### src/rtl/core/lbps_pkg.sv
// shared constants and controller/datapath command and status types
// for the least-busy port scheduler; no dependencies
package lbps_pkg;

  localparam int PORT_W  = 4;
  localparam int TIME_W  = 48;
  localparam int COUNT_W = 16;
  localparam int COST_W  = 8;
  localparam int PROD_W  = COST_W + COUNT_W;
  localparam int DELAY_W = 32;
  localparam int DATA_W  = 32;
  localparam int ADDR_W  = 3;

  // register index, taken from paddr[2]
  localparam logic REG_READ_COST  = 1'b0;
  localparam logic REG_WRITE_COST = 1'b1;

  localparam logic [COST_W-1:0] COST_RESET = 8'd1;

  typedef struct packed {
    logic load;    // capture request
    logic scan;    // compare one port entry
    logic calc;    // raise start time, form cost product
    logic update;  // add, saturate, write back
    logic emit;    // load output register
  } cmd_t;

  typedef struct packed {
    logic zero;       // access count is zero
    logic scan_last;  // current scan entry is the last port of the bank
    logic out_free;   // output register can take a result
  } sts_t;

endpackage

### src/rtl/core/lbps_if.sv
// request and response channel interfaces (valid/ready)
// depends on lbps_pkg
interface lbps_req_if;
  logic                        valid;
  logic                        ready;
  logic                        is_write;
  logic [lbps_pkg::COUNT_W-1:0] access_count;
  logic [lbps_pkg::TIME_W-1:0]  now_time;

  modport source (output valid, is_write, access_count, now_time, input ready);
  modport sink   (input valid, is_write, access_count, now_time, output ready);
endinterface

interface lbps_rsp_if;
  logic                         valid;
  logic                         ready;
  logic [lbps_pkg::DELAY_W-1:0] delay_cycles;
  logic [lbps_pkg::PORT_W-1:0]  port_index;

  modport source (output valid, delay_cycles, port_index, input ready);
  modport sink   (input valid, delay_cycles, port_index, output ready);
endinterface

### src/rtl/core/lbps_ctrl.sv
// sequencing state machine: idle, scan, calc, update, done
// depends on lbps_pkg
module lbps_ctrl (
  input  logic            clk,
  input  logic            rst_n,
  input  logic            in_valid,
  output logic            in_ready,
  input  lbps_pkg::sts_t  sts,
  output lbps_pkg::cmd_t  cmd
);

  localparam logic [2:0] ST_IDLE   = 3'd0;
  localparam logic [2:0] ST_SCAN   = 3'd1;
  localparam logic [2:0] ST_CALC   = 3'd2;
  localparam logic [2:0] ST_UPDATE = 3'd3;
  localparam logic [2:0] ST_DONE   = 3'd4;

  logic [2:0] state_r;
  logic [2:0] state_nxt;

  assign in_ready = (state_r == ST_IDLE);

  always_comb begin
    cmd        = '0;
    state_nxt  = state_r;
    cmd.load   = (state_r == ST_IDLE) && in_valid;
    case (state_r)
      ST_IDLE: begin
        if (in_valid) state_nxt = ST_SCAN;
      end
      ST_SCAN: begin
        // zero count skips straight to the result
        if (sts.zero) begin
          state_nxt = ST_DONE;
        end else begin
          cmd.scan = 1'b1;
          if (sts.scan_last) state_nxt = ST_CALC;
        end
      end
      ST_CALC: begin
        cmd.calc  = 1'b1;
        state_nxt = ST_UPDATE;
      end
      ST_UPDATE: begin
        cmd.update = 1'b1;
        state_nxt  = ST_DONE;
      end
      ST_DONE: begin
        if (sts.out_free) begin
          cmd.emit  = 1'b1;
          state_nxt = ST_IDLE;
        end
      end
      default: state_nxt = ST_IDLE;
    endcase
  end

  always_ff @(posedge clk) begin
    if (!rst_n) begin
      state_r <= ST_IDLE;
    end else begin
      state_r <= state_nxt;
    end
  end

endmodule

### src/rtl/core/lbps_dp.sv
// datapath: port busy-until timers, min scan, booking arithmetic, output register
// depends on lbps_pkg
module lbps_dp #(
  parameter int READ_PORTS  = 4,
  parameter int WRITE_PORTS = 4
) (
  input  logic                         clk,
  input  logic                         rst_n,
  input  lbps_pkg::cmd_t               cmd,
  output lbps_pkg::sts_t               sts,
  input  logic                         in_is_write,
  input  logic [lbps_pkg::COUNT_W-1:0] in_access_count,
  input  logic [lbps_pkg::TIME_W-1:0]  in_now_time,
  input  logic [lbps_pkg::COST_W-1:0]  read_cost,
  input  logic [lbps_pkg::COST_W-1:0]  write_cost,
  output logic                         out_valid,
  input  logic                         out_ready,
  output logic [lbps_pkg::DELAY_W-1:0] out_delay_cycles,
  output logic [lbps_pkg::PORT_W-1:0]  out_port_index
);

  localparam int TW = lbps_pkg::TIME_W;
  localparam int PW = lbps_pkg::PORT_W;

  logic [TW-1:0] rd_bank_r [READ_PORTS];
  logic [TW-1:0] wr_bank_r [WRITE_PORTS];

  logic                         is_write_r;
  logic [lbps_pkg::COUNT_W-1:0] count_r;
  logic [TW-1:0]                now_r;
  logic [lbps_pkg::COST_W-1:0]  cost_r;
  logic [PW-1:0]                scan_idx_r;
  logic [TW-1:0]                best_r;
  logic [PW-1:0]                best_idx_r;
  logic [TW-1:0]                start_r;
  logic [lbps_pkg::PROD_W-1:0]  prod_r;
  logic [TW-1:0]                end_r;
  logic                         out_valid_r;
  logic [lbps_pkg::DELAY_W-1:0] delay_r;
  logic [PW-1:0]                port_r;

  logic [TW-1:0] cur_val;
  logic [PW-1:0] last_idx;
  logic [TW:0]   sum;
  logic [TW-1:0] end_nxt;
  logic [TW-1:0] diff;
  logic [lbps_pkg::DELAY_W-1:0] delay_nxt;

  // entry under scan, one port per cycle
  always_comb begin
    cur_val = '0;
    if (is_write_r) begin
      for (int i = 0; i < WRITE_PORTS; i++) begin
        if (scan_idx_r == PW'(i)) cur_val = wr_bank_r[i];
      end
    end else begin
      for (int i = 0; i < READ_PORTS; i++) begin
        if (scan_idx_r == PW'(i)) cur_val = rd_bank_r[i];
      end
    end
  end

  assign last_idx = is_write_r ? PW'(WRITE_PORTS - 1) : PW'(READ_PORTS - 1);

  assign sum     = {1'b0, start_r} + {{(TW + 1 - lbps_pkg::PROD_W){1'b0}}, prod_r};
  assign end_nxt = sum[TW] ? {TW{1'b1}} : sum[TW-1:0];

  assign diff      = end_r - now_r;
  assign delay_nxt = (|diff[TW-1:lbps_pkg::DELAY_W]) ? {lbps_pkg::DELAY_W{1'b1}}
                                                    : diff[lbps_pkg::DELAY_W-1:0];

  assign sts.zero      = (count_r == '0);
  assign sts.scan_last = (scan_idx_r == last_idx);
  assign sts.out_free  = !out_valid_r || out_ready;

  always_ff @(posedge clk) begin
    if (cmd.load) begin
      is_write_r <= in_is_write;
      count_r    <= in_access_count;
      now_r      <= in_now_time;
      cost_r     <= in_is_write ? write_cost : read_cost;
      scan_idx_r <= '0;
    end
    if (cmd.scan) begin
      // strict less-than keeps the lowest index on ties
      if (scan_idx_r == '0 || cur_val < best_r) begin
        best_r     <= cur_val;
        best_idx_r <= scan_idx_r;
      end
      scan_idx_r <= scan_idx_r + PW'(1);
    end
    if (cmd.calc) begin
      start_r <= (best_r < now_r) ? now_r : best_r;
      prod_r  <= cost_r * count_r;
    end
    if (cmd.update) begin
      end_r <= end_nxt;
    end
    if (cmd.emit) begin
      delay_r <= sts.zero ? '0 : delay_nxt;
      port_r  <= sts.zero ? '0 : best_idx_r;
    end
  end

  always_ff @(posedge clk) begin
    if (!rst_n) begin
      for (int i = 0; i < READ_PORTS; i++) rd_bank_r[i] <= '0;
      for (int i = 0; i < WRITE_PORTS; i++) wr_bank_r[i] <= '0;
    end else if (cmd.update) begin
      for (int i = 0; i < READ_PORTS; i++) begin
        if (!is_write_r && best_idx_r == PW'(i)) rd_bank_r[i] <= end_nxt;
      end
      for (int i = 0; i < WRITE_PORTS; i++) begin
        if (is_write_r && best_idx_r == PW'(i)) wr_bank_r[i] <= end_nxt;
      end
    end
  end

  always_ff @(posedge clk) begin
    if (!rst_n) begin
      out_valid_r <= 1'b0;
    end else if (cmd.emit) begin
      out_valid_r <= 1'b1;
    end else if (out_ready) begin
      out_valid_r <= 1'b0;
    end
  end

  assign out_valid        = out_valid_r;
  assign out_delay_cycles = delay_r;
  assign out_port_index   = port_r;

endmodule

### src/rtl/core/least_busy_port_scheduler_top.sv
// least-busy port scheduler top: APB-style cost registers, controller, datapath
// a request is captured, then the bank's busy-until timers are scanned one entry per cycle,
// then calc and update run and the result is loaded into the output register in the done state;
// a zero count skips the entry scan, calc and update; done waits while the output register is full;
// the next request is taken once the result sits in the output register
// reset clears all timers to 0 and both costs to 1
module least_busy_port_scheduler_top #(
  parameter int READ_PORTS  = 4,
  parameter int WRITE_PORTS = 4
) (
  input  logic                        clk,
  input  logic                        rst_n,
  lbps_req_if.sink                    in_ch,
  lbps_rsp_if.source                  out_ch,
  input  logic                        psel,
  input  logic                        penable,
  input  logic                        pwrite,
  input  logic [lbps_pkg::ADDR_W-1:0] paddr,
  input  logic [lbps_pkg::DATA_W-1:0] pwdata,
  output logic [lbps_pkg::DATA_W-1:0] prdata,
  output logic                        pready
);

  logic [lbps_pkg::COST_W-1:0] read_cost_r;
  logic [lbps_pkg::COST_W-1:0] write_cost_r;
  logic                        cfg_wr;

  lbps_pkg::cmd_t cmd;
  lbps_pkg::sts_t sts;

  assign pready = 1'b1;
  assign cfg_wr = psel && penable && pwrite;

  always_ff @(posedge clk) begin
    if (!rst_n) begin
      read_cost_r  <= lbps_pkg::COST_RESET;
      write_cost_r <= lbps_pkg::COST_RESET;
    end else if (cfg_wr) begin
      if (paddr[2] == lbps_pkg::REG_READ_COST) begin
        read_cost_r <= pwdata[lbps_pkg::COST_W-1:0];
      end else begin
        write_cost_r <= pwdata[lbps_pkg::COST_W-1:0];
      end
    end
  end

  always_comb begin
    prdata = '0;
    case (paddr[2])
      lbps_pkg::REG_READ_COST:  prdata[lbps_pkg::COST_W-1:0] = read_cost_r;
      lbps_pkg::REG_WRITE_COST: prdata[lbps_pkg::COST_W-1:0] = write_cost_r;
      default:                  prdata = '0;
    endcase
  end

  lbps_ctrl u_ctrl (
    .clk      (clk),
    .rst_n    (rst_n),
    .in_valid (in_ch.valid),
    .in_ready (in_ch.ready),
    .sts      (sts),
    .cmd      (cmd)
  );

  lbps_dp #(
    .READ_PORTS  (READ_PORTS),
    .WRITE_PORTS (WRITE_PORTS)
  ) u_dp (
    .clk              (clk),
    .rst_n            (rst_n),
    .cmd              (cmd),
    .sts              (sts),
    .in_is_write      (in_ch.is_write),
    .in_access_count  (in_ch.access_count),
    .in_now_time      (in_ch.now_time),
    .read_cost        (read_cost_r),
    .write_cost       (write_cost_r),
    .out_valid        (out_ch.valid),
    .out_ready        (out_ch.ready),
    .out_delay_cycles (out_ch.delay_cycles),
    .out_port_index   (out_ch.port_index)
  );

endmodule
### src/flat_wrapper.sv
// flat-port wrapper written by rule: the top's interface ports become plain ports
module least_busy_port_scheduler_top_flat 
#(
  parameter int READ_PORTS  = 4,
  parameter int WRITE_PORTS = 4
)
  (clk, rst_n, psel, penable, pwrite, paddr, pwdata, prdata, pready, in_ch_valid, in_ch_is_write, in_ch_access_count, in_ch_now_time, in_ch_ready, out_ch_valid, out_ch_delay_cycles, out_ch_port_index, out_ch_ready);
  lbps_req_if in_ch_i ();
  lbps_rsp_if out_ch_i ();
  input  logic clk;
  input  logic rst_n;
  input  logic psel;
  input  logic penable;
  input  logic pwrite;
  input  logic [lbps_pkg::ADDR_W-1:0] paddr;
  input  logic [lbps_pkg::DATA_W-1:0] pwdata;
  output logic [lbps_pkg::DATA_W-1:0] prdata;
  output logic pready;
  input wire logic [$bits(in_ch_i.valid)-1:0] in_ch_valid;
  input wire logic [$bits(in_ch_i.is_write)-1:0] in_ch_is_write;
  input wire logic [$bits(in_ch_i.access_count)-1:0] in_ch_access_count;
  input wire logic [$bits(in_ch_i.now_time)-1:0] in_ch_now_time;
  output wire logic [$bits(in_ch_i.ready)-1:0] in_ch_ready;
  output wire logic [$bits(out_ch_i.valid)-1:0] out_ch_valid;
  output wire logic [$bits(out_ch_i.delay_cycles)-1:0] out_ch_delay_cycles;
  output wire logic [$bits(out_ch_i.port_index)-1:0] out_ch_port_index;
  input wire logic [$bits(out_ch_i.ready)-1:0] out_ch_ready;
  assign in_ch_i.valid = in_ch_valid;
  assign in_ch_i.is_write = in_ch_is_write;
  assign in_ch_i.access_count = in_ch_access_count;
  assign in_ch_i.now_time = in_ch_now_time;
  assign in_ch_ready = in_ch_i.ready;
  assign out_ch_valid = out_ch_i.valid;
  assign out_ch_delay_cycles = out_ch_i.delay_cycles;
  assign out_ch_port_index = out_ch_i.port_index;
  assign out_ch_i.ready = out_ch_ready;
  least_busy_port_scheduler_top #(.READ_PORTS(READ_PORTS), .WRITE_PORTS(WRITE_PORTS)) u_core (.clk(clk), .rst_n(rst_n), .in_ch(in_ch_i), .out_ch(out_ch_i), .psel(psel), .penable(penable), .pwrite(pwrite), .paddr(paddr), .pwdata(pwdata), .prdata(prdata), .pready(pready));
endmodule
### config.mk
export PLATFORM = sky130hd
export DESIGN_NAME = least_busy_port_scheduler_top_flat
export DESIGN_NICKNAME = d
export VERILOG_FILES = /design/src/rtl/core/lbps_pkg.sv /design/src/rtl/core/lbps_if.sv /design/src/rtl/core/lbps_ctrl.sv /design/src/rtl/core/lbps_dp.sv /design/src/rtl/core/least_busy_port_scheduler_top.sv /design/src/flat_wrapper.sv
export SDC_FILE = /design/constraint.sdc
export NUM_CORES = 2
export LEC_CHECK = 0
export BUFFER_PORTS_ARGS = -buffer_cell sky130_fd_sc_hd__buf_4
export CORE_MARGIN = 1
export CORE_UTILIZATION = 40
export CTS_CLUSTER_SIZE = 25
export DETAILED_ROUTE_END_ITERATION = 12
export PLACE_DENSITY = 0.54
export SLEW_MARGIN = 40
export SYNTH_ARGS = -nofsm -noshare
export SYNTH_HDL_FRONTEND = slang
export SYNTH_SLANG_ARGS = --single-unit
### constraint.sdc
create_clock -name clk -period 9.7 [get_ports clk]
set_clock_uncertainty 0.05 [all_clocks]
set_input_delay 0.97 -clock clk [delete_from_list [all_inputs] [get_ports clk]]
set_output_delay 0.97 -clock clk [all_outputs]
set_load 0.01 [all_outputs]
==> reports/qor.yml <==
setup_path:
  crit_fanout: 52
  cp_data_required_time_ns: 9.90
  rr_worst_depth: 21
  worstPathCellList: "nor2_1 -> nand2_1 -> nor2_4 -> buf_4 -> buf_4 -> a22oi_1 -> o21ai_0 -> mux4_2 -> ha_1 -> a21o_1 -> a21oi_1 -> nor2b_1 -> o21ai_0 -> a21oi_1 -> a211oi_1 -> nor3_1 -> o31ai_1 -> a211oi_1 -> buf_4 -> o22ai_4 -> buf_4"
  arrival_ns: 6.78
  critPathKind: "register to register"
  cp_common_cell: "buf_4"
  end_kind: "register"
  cpPeakStageDelay_ns: 0.65
  worst_path_max_delay_cell: "nor2_4"
  crit_path_start_kind: "register"
synth:
  synth_fa_ha_area_frac: 0.115
  synth_area_um2: 38300
  ys_warn_count: 0
  synth_flop_cell: "edfxtp_1"
  synth.area.mux_share: 0.0482
  synthArstFlopShare: 0
  ys_seq_elements: 689
  synth_top_family_by_area: "simple AND/OR/NAND/NOR gates"
  ys_seq_area_frac: 0.535
  synth_cell_types: 89
  postSynthCellCount: 3341
  synth-edff-count: 669
  syn_avg_cell_area_um2: 11.5
  synth_compound_area_frac: 0.109
  synthXorXnorAreaFrac: 0.0176
  yosys.area_share.simple: 0.125
sta:
  final_max_slew_viol_count: 0
  fin_crit_sh: 0.678
  slew_headroom: 0.421
  max_freq_mhz: 152
  rsz0062_at_grt: "false"
  fin_setup_tns_ns: 0
  min_period_ns: 6.57
  hold_violations: 0
  setup_viol_count_final: 0
  worst_pin_slew_ns: 0.869
power_and_ir_drop:
  seq_power_share: 0.419
  p_sw_frac: 0.297
  p_switching_mw: 2.54
  p_clk_frac: 0.337
  ir_drop_v: 0.000125
  internal-power_mw: 6.02
  p_leak_nw: 17.3
  pwr-share-comb: 0.244
  power_density_nw_per_um2: 199
drt:
  via_count: 25200
  dr.pass1.iters: 5
  wl_mm: 99.5
  drt_iter0_drc: 2206
  drc: 0
  ant_nets: 0
  wl_per_cell_um: 21.0
  vias_per_cell: 5.32
global_routing:
  grt_pass1_wl_mm: 150
  antenna_found_initial: 2
  grt_pass1_vias: 24600
  grt_max_degree: 72
  grt_use_total: 0.203
  grt-ovfl-total: 0
clock_tree:
  cts_setup_buffers: 0
  insertion_delay_ns: 0.64
  cts_hold_buf: 0
  cts_root_buf: "clkbuf_16"
  clockBufferDepth: 3
  cts_buffers: 78
  ctsResizeCount: 0
  htree_levels: 3
  clock_sinks: 689
  cts_tree: "done"
  clkSlewWorstSetupHoldPaths_ns: 0.06
hold_path:
  hold_depth: 2
  hp-class: "register to register"
floorplanning:
  io_pins: 178
  initial_core_util: 0.404
  die_area_um2: 97000
  core.rowCount: 113
  dieHeight_um: 311
  core_um2: 94900
  die_w_um: 311
placement:
  dpl.hpwl_mm: 65.6
  dp.cells: 4604
  io_buffers: 126
  gp_congestion: 0.832
final_layout:
  instances_no_fill: 4741
  ff_latch_area_um2: 20500
  synthToLayoutAreaGrowth_pct: 12.6
  antennaDiodeCount: 0
  multi_input_area_um2: 16200
  drive_gt1_frac: 0.122
  fillerInstances: 8727
  finalNetCount: 3828
run:
  drv_cap: 0
status:
  status: "completed"
==> critical path, delay by kind of cell (launching register included) <==
kind / cells / cell delay [ns]
simple gates: 5 / 1.41
compound gates: 10 / 1.78
mux: 1 / 0.33
flops: 1 / 0.44
buf+inv: 4 / 1.81
fa+ha+maj: 1 / 0.27
==> power groups by stage <==
stage               logic [mW]  registers, mW  clock network, mW
floorplan                 1.58           3.62                  0
global placement          2.09           3.65                  0
detailed placement        2.10           3.65                  0
CTS                       2.11           3.59               2.95
global route              2.36           3.61               3.05
finish                    2.09           3.59               2.89
==> cells in the mapped netlist, types with 20 or more instances <==
cell type  instances  share of area
edfxtp_1         669           0.52
nor2_1           464          0.045
inv_1            285          0.028
nand2_1          228          0.022
ha_1             213          0.070
o21ai_0          155          0.020
a21oi_1          141          0.018
clkbuf_1         132          0.013
and2_1           115          0.019
a22oi_1           98          0.019
fa_1              86          0.045
a21o_1            63          0.012
mux2i_1           53          0.014
mux4_2            48          0.028
xnor2_1           46          0.011
nand3_1           41         0.0054
a31oi_1           38         0.0062
nand4_1           36         0.0059
nor2b_1           36         0.0059
xor2_1            31         0.0071
buf_4             27         0.0053
nand2b_1          27         0.0044
nor3_1            27         0.0035
dfxtp_1           20          0.010
==> cell families after synthesis <==
family | after synthesis
simple gates | 1044
flops | 689
compound gates | 638
buf+inv | 471
fa+ha+maj | 299
mux | 121
xor+xnor | 77
other cells | 2
==> layout by cell type, fill, tap and decap left out, types with 48 or more instances in the layout <==
cell type	instances
a21o_1	63
fa_1	86
nand2_1	223
and2_1	111
a21oi_1	140
nor2_1	450
a22oi_1	98
mux4_2	48
mux2i_1	51
buf_4	151
o21ai_0	149
ha_1	213
edfxtp_1	669
inv_1	284
clkbuf_16	79
==> layer usage <==
metal / GRT usage / vias to the layer above / wire length, µm
met4: 0.0491 / 0 / 1720
met5: 0 / - / 0
li1: - / 12100 / -
met3: 0.0255 / 90 / 5350
met2: 0.324 / 663 / 45700
met1: 0.294 / 12400 / 46700
==> metrics by stage <==
| step | utilization | total power, mW | setup slack [ns] | hold WS [ns] | area, µm² |
|---|---|---|---|---|---|
| after floorplan | - | 5.20 | 2.75 | 0.392 | 38400 |
| after detailed placement | 0.428 | 5.75 | 3.07 | 0.408 | 40600 |
| after CTS | 0.454 | 8.65 | 3.06 | 0.417 | 43000 |
| after global routing | 0.455 | 9.02 | 2.70 | 0.436 | 43100 |
| final | 0.455 | 8.57 | 3.13 | 0.413 | 43100 |
| after global placement | 0.427 | 5.74 | 3.23 | 0.402 | 40500 |
==> layout make-up <==
| cell class | count | share of cell area |
|---|---|---|
| clock buffer | 93 | 0.0471 |
| inverter | 286 | 0.0250 |
| clock inverter | 41 | 0.00963 |
| multi-input combinational | 2204 | 0.377 |
| tap | 1265 | 0.0367 |
| sequential | 689 | 0.475 |
| timing repair buffer | 163 | 0.0299 |
==> path summary, 6_finish.rpt <==
path,startpoint,to,slack [ns]
setup / recovery,u_core.u_dp.scan_idx_r[2]$_SDFFCE_PN0P_,u_core.u_dp.best_r[42]$_DFFE_PP_,3.13
hold / removal,u_core.write_cost_r[6]$_SDFFE_PN0P_,u_core.write_cost_r[6]$_SDFFE_PN0P_,0.41
setup reg to reg,u_core.u_dp.scan_idx_r[2]$_SDFFCE_PN0P_,u_core.u_dp.best_r[42]$_DFFE_PP_,3.13
hold reg to reg,u_core.write_cost_r[6]$_SDFFE_PN0P_,u_core.write_cost_r[6]$_SDFFE_PN0P_,0.41
==> registers in the layout, summed over array words and instances, names as in the netlist, 8 cells and up <==
signal and flops:
u_core.u_dp.rd_bank_r 192, u_core.u_dp.cost_r 8, u_core.u_dp.out_delay_cycles 32, u_core.u_dp.wr_bank_r 192, u_core.u_dp.start_r 48, u_core.u_dp.end_r 48, u_core.u_dp.count_r 16, u_core.u_dp.now_r 48
u_core.write_cost_r 8, u_core.read_cost_r 8, u_core.u_dp.prod_r 24, u_core.u_dp.best_r 48
(Power assumes the default switching activity.)
